===== src/design/tod_clk_pkg.sv =====
// Shared types, constants and digit-split helper for the time-of-day clock.
package tod_clk_pkg;

    typedef enum logic [1:0] {
        KIND_TICK      = 2'd0,
        KIND_INC       = 2'd1,
        KIND_DEC       = 2'd2,
        KIND_SEC_CLEAR = 2'd3
    } kind_t;

    typedef enum logic [2:0] {
        DIG_SEC_ONES  = 3'd0,
        DIG_SEC_TENS  = 3'd1,
        DIG_MIN_ONES  = 3'd2,
        DIG_MIN_TENS  = 3'd3,
        DIG_HOUR_ONES = 3'd4,
        DIG_HOUR_TENS = 3'd5,
        DIG_SPARE_6   = 3'd6,
        DIG_SPARE_7   = 3'd7
    } digit_t;

    localparam logic [6:0] MIN_MAX     = 7'd59;
    localparam logic [6:0] SEC_MAX     = 7'd59;
    localparam logic [5:0] HOUR_MAX    = 6'd23;
    localparam logic [4:0] HOUR_RESET  = 5'd12;
    localparam logic [3:0] BLANK_DIGIT = 4'd15;
    localparam logic [3:0] DEC_BASE    = 4'd10;

    // Tens digit of a value below 64: (v * 13) >> 7.
    function automatic logic [3:0] tens_of(input logic [5:0] value);
        logic [9:0] prod;
        prod = {4'd0, value} * 10'd13;
        return {1'b0, prod[9:7]};
    endfunction

    function automatic logic [3:0] ones_of(input logic [5:0] value);
        logic [5:0] tens_x10;
        tens_x10 = {2'd0, tens_of(value)} * {2'd0, DEC_BASE};
        return 4'(value - tens_x10);
    endfunction

endpackage


===== src/design/time_of_day_clock_with_digit_set_core.sv =====
// Top level: 24-hour time-of-day clock with digit set and blanking.
//
// A beat enters an input register, and in the next stage the hour, minute and
// second counters update and the six decimal digits go to the result register.
// One beat per cycle is accepted while the result channel does not stall; each
// beat passes the input register, then the result register. The clock resets to
// 12:00:00. Kind tick advances seconds with carry through minutes and hours;
// increment and decrement act on the minute or hour ones or tens with
// wrap at 59 and 23 and no carry; reset-seconds clears the seconds. With
// display off every digit reads 15 while the counters still update.
module time_of_day_clock_with_digit_set_core (
    input  logic       aclk,
    input  logic       aresetn,
    input  logic       s_valid,
    output logic       s_ready,
    input  logic [1:0] s_kind,
    input  logic [2:0] s_digit_index,
    input  logic       s_display_on,
    output logic       m_valid,
    input  logic       m_ready,
    output logic [3:0] m_sec_ones,
    output logic [3:0] m_sec_tens,
    output logic [3:0] m_min_ones,
    output logic [3:0] m_min_tens,
    output logic [3:0] m_hour_ones,
    output logic [3:0] m_hour_tens
);

    logic       in_valid_reg;
    logic [1:0] in_kind_reg;
    logic [2:0] in_index_reg;
    logic       in_on_reg;

    logic [4:0] hour_reg;
    logic [5:0] min_reg;
    logic [5:0] sec_reg;
    logic [4:0] hour_next;
    logic [5:0] min_next;
    logic [5:0] sec_next;

    logic       out_valid_reg;
    logic [3:0] sec_ones_reg, sec_tens_reg, min_ones_reg;
    logic [3:0] min_tens_reg, hour_ones_reg, hour_tens_reg;

    logic       out_free;
    logic       advance;

    logic [6:0] min_wide;
    logic [6:0] sec_wide;
    logic [5:0] hour_wide;
    logic [6:0] min_up1, min_up10;
    logic [5:0] hour_up1, hour_up10;
    logic [5:0] min_dn1, min_dn10;
    logic [4:0] hour_dn1, hour_dn10;
    logic [6:0] sec_up;
    logic [6:0] min_carry;
    logic [5:0] hour_carry;

    assign out_free = !out_valid_reg || m_ready;
    assign advance  = in_valid_reg && out_free;
    assign s_ready  = !in_valid_reg || out_free;

    assign min_wide  = {1'b0, min_reg};
    assign sec_wide  = {1'b0, sec_reg};
    assign hour_wide = {1'b0, hour_reg};

    assign min_up1   = (min_wide + 7'd1 > tod_clk_pkg::MIN_MAX) ? 7'd0 : min_wide + 7'd1;
    assign min_up10  = (min_wide + 7'd10 > tod_clk_pkg::MIN_MAX) ? 7'd0 : min_wide + 7'd10;
    assign hour_up1  = (hour_wide + 6'd1 > tod_clk_pkg::HOUR_MAX) ? 6'd0 : hour_wide + 6'd1;
    assign hour_up10 = (hour_wide + 6'd10 > tod_clk_pkg::HOUR_MAX) ? 6'd0
                     : hour_wide + 6'd10;
    assign min_dn1   = (min_reg < 6'd1) ? tod_clk_pkg::MIN_MAX[5:0] : min_reg - 6'd1;
    assign min_dn10  = (min_reg < 6'd10) ? tod_clk_pkg::MIN_MAX[5:0] : min_reg - 6'd10;
    assign hour_dn1  = (hour_reg < 5'd1) ? tod_clk_pkg::HOUR_MAX[4:0] : hour_reg - 5'd1;
    assign hour_dn10 = (hour_reg < 5'd10) ? tod_clk_pkg::HOUR_MAX[4:0] : hour_reg - 5'd10;

    assign sec_up     = (sec_wide + 7'd1 > tod_clk_pkg::SEC_MAX) ? 7'd0 : sec_wide + 7'd1;
    assign min_carry  = (sec_up == 7'd0) ? min_up1 : min_wide;
    assign hour_carry = (sec_up == 7'd0 && min_up1 == 7'd0) ? hour_up1 : hour_wide;

    always_comb begin
        hour_next = hour_reg;
        min_next  = min_reg;
        sec_next  = sec_reg;
        case (tod_clk_pkg::kind_t'(in_kind_reg))
            tod_clk_pkg::KIND_TICK: begin
                sec_next  = sec_up[5:0];
                min_next  = min_carry[5:0];
                hour_next = hour_carry[4:0];
            end
            tod_clk_pkg::KIND_INC: begin
                case (tod_clk_pkg::digit_t'(in_index_reg))
                    tod_clk_pkg::DIG_MIN_ONES:  min_next  = min_up1[5:0];
                    tod_clk_pkg::DIG_MIN_TENS:  min_next  = min_up10[5:0];
                    tod_clk_pkg::DIG_HOUR_ONES: hour_next = hour_up1[4:0];
                    tod_clk_pkg::DIG_HOUR_TENS: hour_next = hour_up10[4:0];
                    default: ;
                endcase
            end
            tod_clk_pkg::KIND_DEC: begin
                case (tod_clk_pkg::digit_t'(in_index_reg))
                    tod_clk_pkg::DIG_MIN_ONES:  min_next  = min_dn1;
                    tod_clk_pkg::DIG_MIN_TENS:  min_next  = min_dn10;
                    tod_clk_pkg::DIG_HOUR_ONES: hour_next = hour_dn1;
                    tod_clk_pkg::DIG_HOUR_TENS: hour_next = hour_dn10;
                    default: ;
                endcase
            end
            tod_clk_pkg::KIND_SEC_CLEAR: begin
                sec_next = 6'd0;
            end
            default: ;
        endcase
    end

    always_ff @(posedge aclk) begin
        if (!aresetn) begin
            in_valid_reg  <= 1'b0;
            out_valid_reg <= 1'b0;
            hour_reg      <= tod_clk_pkg::HOUR_RESET;
            min_reg       <= 6'd0;
            sec_reg       <= 6'd0;
        end else begin
            if (s_valid && s_ready) begin
                in_valid_reg <= 1'b1;
            end else if (advance) begin
                in_valid_reg <= 1'b0;
            end
            if (advance) begin
                out_valid_reg <= 1'b1;
                hour_reg      <= hour_next;
                min_reg       <= min_next;
                sec_reg       <= sec_next;
            end else if (m_ready) begin
                out_valid_reg <= 1'b0;
            end
        end
    end

    always_ff @(posedge aclk) begin
        if (s_valid && s_ready) begin
            in_kind_reg  <= s_kind;
            in_index_reg <= s_digit_index;
            in_on_reg    <= s_display_on;
        end
        if (advance) begin
            if (in_on_reg) begin
                sec_ones_reg  <= tod_clk_pkg::ones_of(sec_next);
                sec_tens_reg  <= tod_clk_pkg::tens_of(sec_next);
                min_ones_reg  <= tod_clk_pkg::ones_of(min_next);
                min_tens_reg  <= tod_clk_pkg::tens_of(min_next);
                hour_ones_reg <= tod_clk_pkg::ones_of({1'b0, hour_next});
                hour_tens_reg <= tod_clk_pkg::tens_of({1'b0, hour_next});
            end else begin
                sec_ones_reg  <= tod_clk_pkg::BLANK_DIGIT;
                sec_tens_reg  <= tod_clk_pkg::BLANK_DIGIT;
                min_ones_reg  <= tod_clk_pkg::BLANK_DIGIT;
                min_tens_reg  <= tod_clk_pkg::BLANK_DIGIT;
                hour_ones_reg <= tod_clk_pkg::BLANK_DIGIT;
                hour_tens_reg <= tod_clk_pkg::BLANK_DIGIT;
            end
        end
    end

    assign m_valid     = out_valid_reg;
    assign m_sec_ones  = sec_ones_reg;
    assign m_sec_tens  = sec_tens_reg;
    assign m_min_ones  = min_ones_reg;
    assign m_min_tens  = min_tens_reg;
    assign m_hour_ones = hour_ones_reg;
    assign m_hour_tens = hour_tens_reg;

endmodule


===== config.mk =====
export PLATFORM = sky130hd
export DESIGN_NAME = time_of_day_clock_with_digit_set_core
export DESIGN_NICKNAME = d
export VERILOG_FILES = /design/src/design/tod_clk_pkg.sv /design/src/design/time_of_day_clock_with_digit_set_core.sv
export SDC_FILE = /design/constraint.sdc
export NUM_CORES = 1
export LEC_CHECK = 0
export BUFFER_PORTS_ARGS = -buffer_cell sky130_fd_sc_hd__buf_4
export CAP_MARGIN = 10
export CELL_PAD_IN_SITES_DETAIL_PLACEMENT = 1
export CELL_PAD_IN_SITES_GLOBAL_PLACEMENT = 2
export CORE_ASPECT_RATIO = 0.8
export CORE_UTILIZATION = 41
export DETAILED_ROUTE_END_ITERATION = 7
export PLACE_DENSITY_LB_ADDON = 0.15
export SETUP_SLACK_MARGIN = 0.02
export SKIP_LAST_GASP = 1
export SYNTH_ARGS = -nofsm -noshare
export SYNTH_HDL_FRONTEND = slang
export SYNTH_SLANG_ARGS = --single-unit

===== constraint.sdc =====
create_clock -name aclk -period 9.55 [get_ports aclk]
set_input_delay 1.91 -clock aclk [delete_from_list [all_inputs] [get_ports aclk]]
set_output_delay 1.91 -clock aclk [all_outputs]
set_load 0.01 [all_outputs]

### Yosys cells after proc, flatten, opt, wreduce, memory -nomap -nowiden

Index checks and enable logic that the tools add are counted.

| word-level totals | value |
|---|---|
| bits in registers | 49 |
| output and inout port bits | 26 |
| bits of input ports | 10 |
| word-level logic and storage cells | 88 |

| operators by class | value |
|---|---|
| $mul | 6 |
| order comparisons | 9 |
| equality and inequality tests | 7 |
| reduce and logical (&&, ||, !) cells | 12 |
| $add $sub $neg | 12 |
| mux-type cells | 25 |

Operators by type and width:

| cell | number |
|---|---|
| $pmux W6 S2 | 3 |
| $mux W5 | 5 |
| $mux W6 | 4 |
| $gt A7 B6 Y1 const B | 3 |
| $mul A6 B4 Y10 const B | 2 |
| $pmux W5 S2 | 2 |
| $pmux W6 S3 | 1 |
| $pmux W5 S3 | 1 |
| $add A6 B1 Y7 const B | 2 |
| $logic_not A7 Y1 | 2 |
| $mux W7 | 2 |
| $gt A6 B5 Y1 const B | 2 |
| $mux W4 | 3 |
| $sub A4 B4 Y4 | 3 |
| $mul A5 B4 Y9 const B | 1 |
| $add A6 B4 Y7 const B | 1 |
| $add A5 B1 Y6 const B | 1 |
| $add A5 B4 Y6 const B | 1 |
| $eq A3 B2 Y1 const B | 2 |
| $eq A3 B3 Y1 const B | 2 |
| $lt A6 B1 Y1 const B | 1 |
| $lt A6 B4 Y1 const B | 1 |
| $mul A3 B3 Y3 const B | 2 |
| $sub A6 B1 Y6 const B | 1 |
| 14 further kinds | 23 |

### Logic depth before layout (Yosys ltp)

Gate-level depths: netlist of run 1.

| logic depth | value |
|---|---|
| depth after elaboration | 10 |
| mapped depth | 27 |
| gate-level depth less buffers | 26 |

### Worst setup path before layout of run 1

OpenSTA, ideal clock, no wires.

| timing path | value |
|---|---|
| path type | flip-flop to flip-flop |
| start point | reg min_reg[0] |
| end point | reg min_ones_reg[3], in the netlist m_min_ones[3] (data pin) |
| data required time | 9288 ps |
| cell stages (with the launch flop) | 24 |
| path slack | 3874 ps |
| buffers on the path | 1 |
| library setup time | 262 ps |
| arrival | 5414 ps |
| period minus slack after synthesis | 5676 ps |
| cell sequence | dfxtp_1 -> clkbuf_1 -> inv_1 -> ha_1 -> inv_1 -> o21ai_1 -> a31oi_1 -> nor2_1 -> nor4b_1 -> a22oi_1 -> o22ai_1 -> ha_1 -> fa_1 -> ha_1 -> a21o_1 -> a21oi_1 -> nand2b_1 -> o31ai_1 -> nor3_1 -> xnor2_1 -> fa_1 -> xor2_1 -> xor3_1 -> mux2_1 |

| on the way | value |
|---|---|
| word-level cells in the longest chain between the ends | 8 |

RTL lines:

| what | line | text |
|---|---|---|
| start: declaration | time_of_day_clock_with_digit_set_core.sv:35 | `logic [5:0] min_reg;` |
| start signal: assignment | time_of_day_clock_with_digit_set_core.sv:132 | `min_reg <= min_next;` |
| $add A6 B4 Y7 or $add A6 B1 Y7 (tied branches) | time_of_day_clock_with_digit_set_core.sv:68, time_of_day_clock_with_digit_set_core.sv:67 |  |
| $gt A7 B6 Y1, on equally long branches | time_of_day_clock_with_digit_set_core.sv:68, time_of_day_clock_with_digit_set_core.sv:67 |  |
| $mux W6 or $mux W7 (tied branches) | time_of_day_clock_with_digit_set_core.sv:68, time_of_day_clock_with_digit_set_core.sv:67 |  |
| $pmux W6 S2 or $mux W6 (tied branches) | time_of_day_clock_with_digit_set_core.sv:92, time_of_day_clock_with_digit_set_core.sv:78 |  |
| $pmux W6 S3 (*) | time_of_day_clock_with_digit_set_core.sv:85 | `case (tod_clk_pkg::kind_t'(in_kind_reg))` |
| net min_next[3] | time_of_day_clock_with_digit_set_core.sv:38 | `logic [5:0] min_next;` |
| $mul A6 B4 Y10 | tod_clk_pkg.sv:32 | `prod = {4'd0, value} * 10'd13;` |
| $mul A3 B3 Y3 | tod_clk_pkg.sv:38 | `tens_x10 = {2'd0, tens_of(value)} * {2'd0, DEC_BASE};` |
| $sub A4 B4 Y4 (*) | tod_clk_pkg.sv:39 | `return 4'(value - tens_x10);` |
| end signal: assignment | time_of_day_clock_with_digit_set_core.sv:150 | `min_ones_reg <= tod_clk_pkg::ones_of(min_next);` |
| end signal: assignment | time_of_day_clock_with_digit_set_core.sv:157 | `min_ones_reg <= tod_clk_pkg::BLANK_DIGIT;` |
| end: declaration | time_of_day_clock_with_digit_set_core.sv:42 | `logic [3:0] sec_ones_reg, sec_tens_reg, min_ones_reg;` |

The timed path passes the listed nets; every way through them passes the cells marked *.
A chain may end at the register's enable or synchronous reset.

### Worst setup path after layout of run 1

Same ends and word-level chain as after synthesis.

==> metrics.md, run 1 <==
| Metric | Value |
|---|---|
| Status | `finished clean` |
| Syn nets | `691` |
| Core box area | `12,200 sq um` |
| Detail Route Antenna Nets | `0` |
| Measured slew at the worst slew-check pin | `0.844 ns` |
| Final setup violation count | `0` |
| Yosys top cell area share | `0.158` |
| VDD IR max | `69.8 uV` |
| Final slew viol count | `0` |
| Top Ports | `36` |
| Via count | `4,655` |
| Post-CTS Setup Inserts | `0` |
| Vias per cell | `6.03` |
| Leak Pwr | `0.00240 uW` |
| Ys flop type | `edfxtp_1` |
| N_diodes | `0` |
| Synthesis warning total | `0` |
| H-Tree Depth | `2` |
| First-pass GRT wire length | `24,100 microns` |
| Die height | `102 microns` |
| TritonCTS clock tree | `done` |
| Hold buffers post-CTS | `0` |
| Num CTS Buffers | `5` |
| Cell taking the most area after synthesis | `edfxtp_1` |
| #FFs+latches synth | `46` |
| Starting Density | `0.421` |
| Skew-Pair Late Insertion Delay | `0.29 ns` |
| Num Clock Sinks | `46` |
| Final net count | `698` |
| Max cap viols | `0` |
| Initial antenna violation count | `0` |
| DP HPWL | `11,300 microns` |
| Reg clk slew, reported paths | `0.06 ns` |
| Cells after Synth | `612` |
| Total wire length | `14,800 microns` |
| Post-synth cell types | `93` |
| Worst hold path type | `flip-flop to flip-flop` |
| Fin crit period | `6.64 ns` |
| Die Span X | `127 microns` |
| Root buf cell | `clkbuf_16` |
| Critical path class | `flip-flop to flip-flop` |
| Initial DRC count | `221` |
| Period utilisation layout | `0.695` |
| Commonest non-fill, non-tap cell in the layout | `ha_1` |
| Total track usage | `0.235` |
| Fin Clk Skew | `0.00445 ns` |
| Unrepaired setup endpoints after global routing | `no` |
| Post-synth EDFFs | `27` |
| Final Hold Vio Count | `0` |
| Seq/Total Area, Yosys | `0.233` |
| Max clock buf depth | `2` |
| GPL Wtd Cong | `0.877` |
| Max FO, Critical Path | `14` |
| First-pass DRT Iterations | `4` |
| Port Buf Inserts | `35` |
| P&R area growth vs syn | `8.75%` |
| Fmax | `151 MHz` |
| # DRC | `0` |
| Top cells by area, synth | `edfxtp_1, ha_1, dfxtp_1` |
| Final instance area | `5570 sq um` |
| Layout cell share with drive strength beyond 1 | `0.106` |
| Power density over the cells | `119 nW/um^2` |
| Vias in the first global route | `4,626` |
| Post-synthesis async set-or-reset flop share | `0` |
| Total die area | `12,900 sq um` |
| Core Rows | `36` |
| Remaining global-route overflow | `0` |
| Worst Setup End Kind | `flip-flop` |
| PostCTS Resize Cnt | `0` |
| Rel. slew slack | `0.432` |
| Setup TNS | `0 ns` |
| Worst setup SP type | `flip-flop` |
| Commonest non-fill, non-tap cells in the layout | `ha_1, nand2_1, inv_1` |
| Syn avg cell area | `8.37 sq um` |
| DP Area | `5410 sq um` |
| Worst EP arrival | `6.68 ns` |
| WL/cell | `19.1 microns` |
| Largest net degree at the start of global routing | `38` |
| Mapped Area | `5120 sq um` |
| Req. time, crit path | `9.59 ns` |
==> layer usage <==
metal	up-vias	routed length [microns]	track usage
met5	-	0	0
met4	0	166	0.0467
met3	16	542	0.0356
met2	85	6740	0.396
met1	2299	7310	0.322
li1	2255	-	-
==> critical path: stages, from the launching register on <==
cell and delay (ns):
dfxtp_1 0.63, ha_1 0.29, nand3_1 0.18, xnor2_1 0.42, and4_1 0.35, nor2_1 0.18
nor4b_1 0.32, a22oi_1 0.14, o22ai_1 0.52, ha_1 0.36, fa_1 0.47, ha_1 0.31
a21o_1 0.15, a21oi_1 0.29, nand2b_1 0.18, o31ai_1 0.08, nor3_1 0.20, xnor2_1 0.14
fa_1 0.41, xor2_1 0.20, xor3_1 0.25, mux2_1 0.31
==> cell usage after synthesis, types with 4 or more instances <==
library cell,n
a211oi_1,17
a21o_1,6
a21oi_1,33
a22o_1,4
a22oi_1,6
a31oi_1,7
a32oi_1,4
and2_1,6
buf_4,6
clkbuf_1,25
dfxtp_1,19
edfxtp_1,27
fa_1,8
ha_1,61
inv_1,48
mux2i_1,4
nand2_1,49
nand2b_1,17
nand3_1,21
nand4_1,5
nor2_1,41
nor2b_1,7
nor3_1,13
o211ai_1,4
o21a_1,5
o21ai_0,35
o21ai_1,4
o22ai_1,6
o31ai_1,4
o32ai_1,4
or3_1,5
xnor2_1,16
xor2_1,9
==> report_power, final <==
part	internal, uW	switching [uW]
Combinational	90.6	128
Clock	124	75.1
Sequential	227	19.1
Total	441	223
==> logic make-up after synthesis <==
group                    Yosys count  share of synthesized area
AO/OA/AOI/OAI                    183                      0.258
XOR/XNOR                          27                     0.0506
adder cells (fa/ha/maj)           69                      0.180
buffers and inverters             90                     0.0753
flip-flops                        46                      0.233
multiplexers                       7                     0.0144
AND/OR/NAND/NOR                  190                      0.189
==> worst paths after layout <==
kind	cells past startpoint	slack (ns)	startpoint	end
worst max-delay path	21	2.91	min_reg[0]	m_min_ones[3]
worst min-delay path	2	0.55	in_valid_reg	m_valid
worst max register to register	21	2.91	min_reg[0]	m_min_ones[3]
worst min register to register	2	0.55	in_valid_reg	m_valid
==> final cells by class <==
class                   instances  area, sq um
fillers                      1463         6590
multi-input cells             476         3540
flip-flops and latches         46         1190
repair buffers                 38          285
inverters                      52          195
well taps                     152          190
clock buffers                   7          133
clock inverters                 1         30.0
==> metrics by stage <==
stage	setup slack, ns	power [uW]	util	hold slack, ns	instances
2_1_floorplan	3.87	405	-	0.487	612
3_3_place_gp	3.05	459	0.444	0.506	764
3_5_place_dp	2.96	469	0.444	0.537	764
4_1_cts	2.92	668	0.458	0.549	772
5_1_grt	2.39	702	0.458	0.565	772
6_report	2.91	664	0.458	0.546	772
No activity file was read; power rests on OpenSTA's default activity.
==> run 2: changes to the inputs <==
ABC_AREA = 1   (was unset)
CORE_UTILIZATION = 35   (was 41)
clock period = 6.8 ns   (was 9.55 ns; I/O delays follow)
==> metrics.md, run 2 <==
| Metric | Value |
|---|---|
| Status | `finished clean` |
| Total track usage | `0.207` |
| Worst hold path type | `flip-flop to flip-flop` |
| Total die area | `14,500 sq um` |
| Remaining global-route overflow | `0` |
| Fin Clk Skew | `0.00869 ns` |
| Max clock buf depth | `2` |
| Initial DRC count | `225` |
| Num Clock Sinks | `46` |
| P&R area growth vs syn | `11.0%` |
| Core box area | `13,600 sq um` |
| Unrepaired setup endpoints after global routing | `no` |
| Worst setup SP type | `flip-flop` |
| Wire length on met2 | `6480 microns` |
| Yosys top cell area share | `0.166` |
| Worst hold margin | `0.523 ns` |
| Req. time, crit path | `6.82 ns` |
| Post-synthesis mux area share | `0` |
| Max cap viols | `0` |
| N_diodes | `0` |
| Via count | `4,672` |
| Worst EP arrival | `5.91 ns` |
| Slowest cell on the critical path | `dfxtp_1` |
| Area share of and/or/nand/nor cells after synthesis | `0.284` |
| Syn avg cell area | `7.10 sq um` |
| Leak Pwr | `0.00272 uW` |
| Commonest non-fill, non-tap cell in the layout | `nand2_1` |
| Flop pwr share | `0.344` |
| Final slew viol count | `0` |
| Clock power frac | `0.239` |
| Hold buffers post-CTS | `0` |
| Top Ports | `36` |
| Top routing layer used | `met4` |
| Mapped Area | `4890 sq um` |
| Switching Fraction | `0.392` |
| Overall power | `1020 uW` |
| DP HPWL | `11,500 microns` |
| Cell internal pwr | `620 uW` |
| Final net count | `790` |
| Vias per cell | `5.24` |
| WL/cell | `15.9 microns` |
| Seq/Total Area, Yosys | `0.244` |
| Cell taking the most area after synthesis | `edfxtp_1` |
| Port Buf Inserts | `35` |
| VDD IR max | `104 uV` |
| First-pass GRT wire length | `23,800 microns` |
| Post-synth cell types | `46` |
| Rel. slew slack | `0.485` |
| Root buf cell | `clkbuf_16` |
| #FFs+latches synth | `46` |
| XOR/XNOR Fraction of Synth Area | `0.0266` |
| GPL Wtd Cong | `0.899` |
| Worst reg2reg path depth | `33` |
| Cell with the most instances after synthesis | `nand2_1` |
| Die Span X | `134 microns` |
| Commonest cells in the netlist | `nand2_1, inv_1, ha_1, nand3_1, nor2_1` |
| Initial antenna violation count | `0` |
| Hold depth | `2` |
| TritonCTS clock tree | `done` |
| Vias in the first global route | `4,773` |
| First-pass DRT Iterations | `5` |
| Layout cell share with drive strength beyond 1 | `0.124` |
| Core Rows | `38` |
| Most used cell, CP | `nand2_1` |
| Dpl ws | `0.955 ns` |
| Starting Density | `0.360` |
| Largest family of logic cells by synthesized area | `simple AND/OR/NAND/NOR gates` |
| Synth Area in Adders | `0.189` |
| Psw | `399 uW` |
| Syn nets | `768` |
| Synthesis warning total | `0` |
| Skew-Pair Late Insertion Delay | `0.29 ns` |
| Largest net degree at the start of global routing | `34` |
| Routed length on met3 | `461 microns` |
| Worst Setup End Kind | `flip-flop` |
| Measured slew at the worst slew-check pin | `0.764 ns` |
| Final Hold Vio Count | `0` |
| Post-CTS Setup Inserts | `0` |
| Synth Area in Compound Gates | `0.152` |
| Num CTS Buffers | `5` |
| Cells after Synth | `689` |
| Detail Route Antenna Nets | `0` |
| Power density over the cells | `188 nW/um^2` |
| Max FO, Critical Path | `10` |
| Post-synthesis async set-or-reset flop share | `0` |
| PostCTS Resize Cnt | `0` |
| Fillers | `1,764` |
| Fin crit period | `5.88 ns` |
| Total wire length | `14,200 microns` |
| Fmax | `170 MHz` |
| H-Tree Depth | `2` |
| Routed length on met1 | `7110 microns` |
| Final setup violation count | `0` |
| Setup TNS | `0 ns` |
| Period utilisation layout | `0.865` |
| Ys flop type | `edfxtp_1` |
| Combinational Power Share | `0.417` |
| Top cells by area, synth | `edfxtp_1, ha_1, nand2_1` |
| Die height | `108 microns` |
| Commonest non-fill, non-tap cells in the layout | `nand2_1, inv_1, nand3_1, ha_1, nor2_1` |
| Post-synth EDFFs | `27` |
| Reg clk slew, reported paths | `0.07 ns` |
| Final WS setup | `0.916 ns` |
| Crit-path max cell delay | `0.58 ns` |
| # DRC | `0` |
| Critical path class | `flip-flop to flip-flop` |
run 2: layer usage:
metal  GRT usage  vias to the layer above
li1            -                     2336
met3      0.0353                       16
met1       0.278                     2244
met5           0                        -
met4      0.0401                        0
met2       0.350                       76
run 2: worst max-delay path, delay by kind of cell (launching register included):
kind | cells | cell delay [ns]
buffers and inverters | 5 | 0.60
DFF | 1 | 0.58
xor gates and xnor gates | 1 | 0.16
AOI/OAI and AO/OA | 7 | 1.11
and+or+nand+nor | 15 | 1.27
adders and majority gates | 5 | 1.90
run 2: path summary, 6_finish.rpt:
path / start / to / slack [ns]
setup / recovery: min_reg[2] / m_min_ones[3] / 0.92
hold / removal: m_valid / m_valid / 0.52
setup reg to reg: min_reg[2] / m_min_ones[3] / 0.92
hold reg to reg: m_valid / m_valid / 0.52
run 2: cell families (layout without fill, tap and decap cells):
family	Yosys count	in the layout
AO/OA/AOI/OAI	123	123
XOR/XNOR	14	14
adder cells (fa/ha/maj)	69	69
buffers and inverters	130	153
flip-flops	46	46
AND/OR/NAND/NOR	307	307
run 2: final cells by class:
| class | instances | area (sq um) | share of cell area |
|---|---|---|---|
| Sequential cell | 46 | 1190 | 0.220 |
| Timing Repair Buffer | 37 | 278 | 0.0512 |
| Inverter | 108 | 405 | 0.0747 |
| Clock buffer | 6 | 129 | 0.0238 |
| Clock inverter | 2 | 13.8 | 0.00254 |
| Multi-Input combinational cell | 513 | 3180 | 0.587 |
| Tap cell | 180 | 225 | 0.0415 |
run 2: power groups by stage:
stage	logic (uW)	clock network, uW	registers, uW
detailed placement	429	0	357
global placement	413	0	356
global route	490	261	354
floorplan	315	0	347
CTS	430	252	351
finish	425	244	351
run 2: per-stage QoR:
step	std cells	instance area (sq um)	util
final	892	5430	0.399
after CTS	892	5430	0.399
after floorplan	689	4890	-
after detailed placement	884	5280	0.388
after global routing	892	5430	0.399
after global placement	884	5280	0.388
